**src/hdl/assert_macros.svh**
```systemverilog
// Assertion macros used by the grid dilation RTL.
`ifndef ASSERT_MACROS_SVH
`define ASSERT_MACROS_SVH

// Same-cycle implication.
`define GOD_ASSERT_IMPLY(label, clk, rst_n, ante, cons) \
    label: assert property (@(posedge clk) disable iff (!rst_n) (ante) |-> (cons)) \
        else $error("assertion failed");

// Next-cycle implication.
`define GOD_ASSERT_NEXT(label, clk, rst_n, ante, cons) \
    label: assert property (@(posedge clk) disable iff (!rst_n) (ante) |=> (cons)) \
        else $error("assertion failed");

`endif

```
**src/hdl/god_pkg.sv**
```systemverilog
// Package with types and constants of the grid obstacle dilation core.
package god_pkg;

    localparam int MAX_WIDTH_DEF  = 256;
    localparam int MAX_HEIGHT_DEF = 256;
    localparam int MAX_RADIUS_DEF = 15;

    localparam logic [8:0]        RST_GRID_WIDTH  = 9'd256;
    localparam logic [8:0]        RST_GRID_HEIGHT = 9'd256;
    localparam logic [3:0]        RST_RADIUS      = 4'd10;
    localparam logic signed [7:0] RST_THRESHOLD   = 8'sd50;
    localparam logic signed [7:0] RST_FILL        = 8'sd100;

    localparam logic MODE_LOAD  = 1'b0;
    localparam logic MODE_QUERY = 1'b1;

    localparam logic STATUS_OK  = 1'b0;
    localparam logic STATUS_ERR = 1'b1;

    typedef enum logic [2:0] {
        REG_GRID_WIDTH  = 3'd0,
        REG_GRID_HEIGHT = 3'd1,
        REG_RADIUS      = 3'd2,
        REG_THRESHOLD   = 3'd3,
        REG_FILL        = 3'd4
    } reg_idx_t;

    typedef struct packed {
        logic [8:0]        grid_width;
        logic [8:0]        grid_height;
        logic [3:0]        window_radius;
        logic signed [7:0] obst_level;
        logic signed [7:0] fill_value;
    } god_cfg_t;

    typedef struct packed {
        logic              en;
        logic [7:0]        row;
        logic [7:0]        col;
        logic signed [7:0] data;
    } god_wr_t;

    typedef struct packed {
        logic       en;
        logic [8:0] row;
        logic [7:0] x0;
        logic [8:0] x1;
        logic [7:0] col;
    } god_rd_t;

    typedef struct packed {
        logic              hit;
        logic signed [7:0] center;
    } god_rsp_t;

endpackage

```
**src/hdl/god_cfg.sv**
```systemverilog
// APB configuration register file.
module god_cfg (
    input  logic             clk,
    input  logic             rst_n,
    input  logic             psel,
    input  logic             penable,
    input  logic             pwrite,
    input  logic [4:0]       paddr,
    input  logic [31:0]      pwdata,
    output logic [31:0]      prdata,
    output logic             pready,
    output god_pkg::god_cfg_t cfg
);
    import god_pkg::*;

    god_cfg_t cfg_reg;
    reg_idx_t idx;
    logic     wr_en;

    assign idx    = reg_idx_t'(paddr[4:2]);
    assign wr_en  = psel && penable && pwrite;
    assign pready = 1'b1;
    assign cfg    = cfg_reg;

    always_ff @(posedge clk or negedge rst_n)
    begin
        if (!rst_n)
        begin
            cfg_reg.grid_width    <= RST_GRID_WIDTH;
            cfg_reg.grid_height   <= RST_GRID_HEIGHT;
            cfg_reg.window_radius <= RST_RADIUS;
            cfg_reg.obst_level    <= RST_THRESHOLD;
            cfg_reg.fill_value    <= RST_FILL;
        end
        else if (wr_en)
        begin
            unique case (idx)
                REG_GRID_WIDTH:  cfg_reg.grid_width    <= pwdata[8:0];
                REG_GRID_HEIGHT: cfg_reg.grid_height   <= pwdata[8:0];
                REG_RADIUS:      cfg_reg.window_radius <= pwdata[3:0];
                REG_THRESHOLD:   cfg_reg.obst_level    <= pwdata[7:0];
                REG_FILL:        cfg_reg.fill_value    <= pwdata[7:0];
                default:         ;
            endcase
        end
    end

    always_comb
    begin
        unique case (idx)
            REG_GRID_WIDTH:  prdata = {23'd0, cfg_reg.grid_width};
            REG_GRID_HEIGHT: prdata = {23'd0, cfg_reg.grid_height};
            REG_RADIUS:      prdata = {28'd0, cfg_reg.window_radius};
            REG_THRESHOLD:   prdata = {24'd0, cfg_reg.obst_level};
            REG_FILL:        prdata = {24'd0, cfg_reg.fill_value};
            default:         prdata = 32'd0;
        endcase
    end

endmodule

```
**config.mk**
```make
export PLATFORM = sky130hd
export DESIGN_NAME = god_cfg
export DESIGN_NICKNAME = d
export VERILOG_FILES = /design/src/hdl/assert_macros.svh /design/src/hdl/god_pkg.sv /design/src/hdl/god_cfg.sv
export SDC_FILE = /design/constraint.sdc
export NUM_CORES = 1
export LEC_CHECK = 0
export BUFFER_PORTS_ARGS = -buffer_cell sky130_fd_sc_hd__buf_2
export CORE_MARGIN = 2
export CORE_UTILIZATION = 48
export DETAILED_ROUTE_END_ITERATION = 16
export HOLD_SLACK_MARGIN = 0.1
export PLACE_DENSITY = 0.84
export SYNTH_ARGS = -nofsm -noshare
export SYNTH_HDL_FRONTEND = slang
export SYNTH_SLANG_ARGS = --single-unit
export TNS_END_PERCENT = 1
```
**constraint.sdc**
```tcl
create_clock -name clk -period 1.9 [get_ports clk]
set_input_delay 0.38 -clock clk [delete_from_list [all_inputs] [get_ports clk]]
set_output_delay 0.38 -clock clk [all_outputs]
set_load 0.02 [all_outputs]
```
# --- Yosys cells after proc, flatten, opt, wreduce, memory -nomap -nowiden ---
# Cells that the tools add are included.
# W data, S select, Z words.
op_classes:
  eq_ne: 4
  n_mux: 1
  n_reduce_logical: 8
ops:
  columns: ["operator", "n"]
  rows:
  - ["$pmux W9 S5", 1]
  - ["$reduce_and A2 Y1", 5]
  - ["$eq A3 B2 Y1 const B", 2]
  - ["$eq A3 B1 Y1 const B", 1]
  - ["$eq A3 B3 Y1 const B", 1]
  - ["$logic_not A3 Y1", 1]
  - ["$logic_and A1 B1 Y1", 2]
totals:
  regBits: 38
  output_inout_bits: 71
  word_cells: 18

# --- Depth between registers and ports, before layout ---
depth:
  word_depth: 3
  ltp_mapped: 5
  ltp_nobuf: 3

# --- Least setup slack after synthesis ---
# No wires, ideal clock.
synth_timing:
  path_type: "input -> output"
  from: "in paddr[2]"
  to: "out prdata[0]"
  arrival_ps: 1334
  setup_slack_ps: 186
  path_stages: 5
  path_buffers: 2
  cell_sequence: "clkbuf_2 -> buf_2 -> nor3b_1 -> a21oi_1 -> o22ai_1"
synth_via:
  elab_chain_len: 2
synth_lines:
  columns: ["item", "line_no", "source"]
  rows:
  - ["start, declared", "god_cfg.sv:8", "input logic [4:0] paddr,"]
  - ["$eq A3 B3 Y1 (tied with other cells)", "god_cfg.sv:50", "unique case (idx)"]
  - ["$pmux W9 S5 (*)", "god_cfg.sv:50", null]
  - ["end, declared", "god_cfg.sv:10", "output logic [31:0] prdata,"]
# Mark *: on every way between the ends. The rest lies on a longest branch, timed or not.

# --- Final worst setup path ---
layout_timing:
  from: "in paddr[2]"
  to: "out prdata[6]"
# Same word-level chain as after synthesis.

==> reports/results.tsv <==
metric	value	unit
max-slew violation total from the final report	0	
Worst setup SP type	primary input	
leakage component of the power	0.00126	uW
setup repair after global routing missed its margin	false	
setup slack of the most critical reg-to-reg path	1110	ps
CP bufs+invs	3	
end point of the most critical hold path	cfg[37]$_DFFE_PN1P_	
worst flop-to-flop path endpoint	cfg[20]$_DFFE_PN0P_	
Die Wd	68.9	um
core area	0.00403	mm^2
run status	finished, final reports clean	
min-delay worst type	in2reg	
total grt overflow	0	
residual DRC count	0	
HPWL after detailed placement	3170	um
critical path cell sequence	clkbuf_4, buf_4, and3b_2, nand2_1, o221ai_1, buf_2	
wire length of the first global-routing pass	6480	um
latest clock arrival within the worst-skew pair	290	ps
Peak VDD IR	0.593	mV
proportion of total power due to net switching	0.349	
most common library cell in the layout ignoring fill and taps	buf_2	
clock tree from TritonCTS	built	
highest-count cells in the layout ignoring fill and taps	buf_2, mux2_2, dfrtp_1, conb_1, buf_4	
post-synth top area share	0.347	
WP data arrival	1400	ps
number of top-level pins	113	
initial antenna violation count	0	
distinct cell type count after synthesis	28	
net switching power	864	uW
height of the die	68.9	um
Setup Total Neg Slack	0	ps
number of violations of the max-capacitance limit	0	
worst slack on hold paths	337	ps
number of flip-flops in the largest register	38	
TritonCTS Sinks	38	
die area	0.00474	mm^2
vias in the first global route	1352	
H-Tree Depth	2	
gate count after technology mapping	162	
share of the yosys chip area belonging to registers	0.477	
area of the multi-input gates	902	um^2
cell type with the highest aggregate area in the netlist	dfrtp_1	
synthesized cell area	0.00202	mm^2
overall track demand over capacity in global routing	0.189	
Clock Pin Slew Worst Setup and Hold Paths	80	ps
number of setup buffers added after CTS	0	
area used by sequential logic in the layout	963	um^2
count of buffers inserted at the top-level ports	63	
Cell Count Post-Placement	277	
kind of end point of the critical path	primary output	
Top delay family on crit path	buffers and inverters	
#FFs+latches synth	38	
total of endpoints with negative setup slack in the final report	0	
total power density per cell area	1010	mW/mm^2
detailed-route via count	1431	
Clock Root Buffer	clkbuf_8	
critical-path cell with the highest stage delay	and3b_2	
hold path cells	2	
number of nets still failing antenna checks after routing	0	
cell depth of the worst setup path	6	
Seq pwr share	0.450	
pin count of the biggest net entering global routing	21	
reg2reg path depth	1	
part of the power in combinational logic	0.319	
Fmax	561	MHz
clock share of power	0.231	
number of CTS-inserted buffers	5	
total wire length after detailed routing	4190	um
largest fanout of any net on the critical path	15	
Inserted Diodes	0	
fill count	326	
crit share post-route	0.939	
routed len/inst	14.6	um
weighted congestion at the end of routability-driven global placement	0.740	
first-iteration detailed-routing DRC count	46	
final core utilization	0.611	
share of final-layout standard cells stronger than drive strength 1	0.593	
area growth from synthesis to layout	21.8	%
maximum single-stage delay on the critical path	240	ps
WS Path Type	in2out	
DRT Pass-1 Iters	4	
data required time at the worst endpoint	1520	ps
routed vias/inst	5.00	
post-layout instance count excluding filler cells	286	
launch instance of the worst register-to-register path	cfg[20]$_DFFE_PN0P_	
total number of nets in the final design	277	
final critical-path required period	1780	ps
Hold Path Origin	pwdata[8]	
Internal Pwr Total	1610	uW
final-report hold violation count	0	
most area-consuming cells after synthesis	dfrtp_1, mux2_2, dfstp_2	
Placement Rows	23	
post-synthesis area per instance	12.5	um^2
Total Power Consumption	2470	uW
effective utilization at floorplan	0.502	
Max clock buf depth	2	
Layout Skew	0	ps
number of warnings printed during yosys synthesis	0	
[worst max path at each step]
stage	start	end	slack [ps]
after floorplan	paddr[2]	prdata[0]	190
after global placement	paddr[2]	prdata[6]	50
after detailed placement	paddr[2]	prdata[6]	40
after CTS	paddr[2]	prdata[6]	40
after global routing	paddr[2]	prdata[5]	60
final	paddr[2]	prdata[6]	120
[repair_timing]
action / CTS / global route
endpoints found under the hold margin: 12 / 0
hold buffers: 1 / 0
setup endpoints to repair: 0 / 4
resized for setup: 0 / 1
[stage by stage]
step / setup WS, ps / cell area [um^2]
after global placement: 46.1 / 2350
after global routing: 56.7 / 2460
after detailed placement: 44.9 / 2350
after CTS: 41.2 / 2460
after floorplan: 186 / 2100
final: 116 / 2460
[power by group through the flow]
stage / sequential, uW / combinational (uW) / clock (uW)
after global routing: 1130 / 852 / 626
after detailed placement: 1130 / 795 / 0
after CTS: 1110 / 797 / 585
after floorplan: 1310 / 356 / 0
after global placement: 1120 / 782 / 0
final: 1110 / 790 / 571
[final cells by class]
cell class,count,share of cell area
well taps,50,0.0254
repair buffers,77,0.178
flip-flops and latches,38,0.391
clock inverters,2,0.00508
clock buffers,6,0.0336
multi-input cells,113,0.367
[cells by family after synthesis]
group,share of synthesized area
flops,0.477
simple gates,0.0910
other cells,0.00372
buf+inv,0.118
compound gates,0.0526
mux,0.258
[per-layer routing]
layer / vias up / track usage / wire, um
met2: 64 / 0.286 / 1840
met1: 688 / 0.266 / 1970
met4: 0 / 0.0735 / 54
met5: - / 0 / 0
met3: 5 / 0.0390 / 320
li1: 674 / - / -
[cell usage after synthesis]
| cell | n |
|---|---|
| a21oi_1 | 4 |
| a22oi_1 | 3 |
| a311o_1 | 1 |
| and2b_1 | 1 |
| and3b_2 | 1 |
| buf_2 | 3 |
| buf_4 | 25 |
| buf_6 | 2 |
| clkbuf_1 | 2 |
| clkbuf_2 | 1 |
| conb_1 | 2 |
| dfrtp_1 | 28 |
| dfstp_2 | 10 |
| mux2_2 | 41 |
| mux2i_1 | 6 |
| nand2_1 | 9 |
| nand3_1 | 1 |
| nand3b_1 | 2 |
| nand4b_4 | 1 |
| nor2_1 | 2 |
| nor2_2 | 1 |
| nor2b_1 | 1 |
| nor3b_1 | 5 |
| nor3b_4 | 1 |
| o221ai_1 | 4 |
| o22ai_1 | 3 |
| or2_2 | 1 |
| or3_1 | 1 |
(Power assumes the default switching activity.)
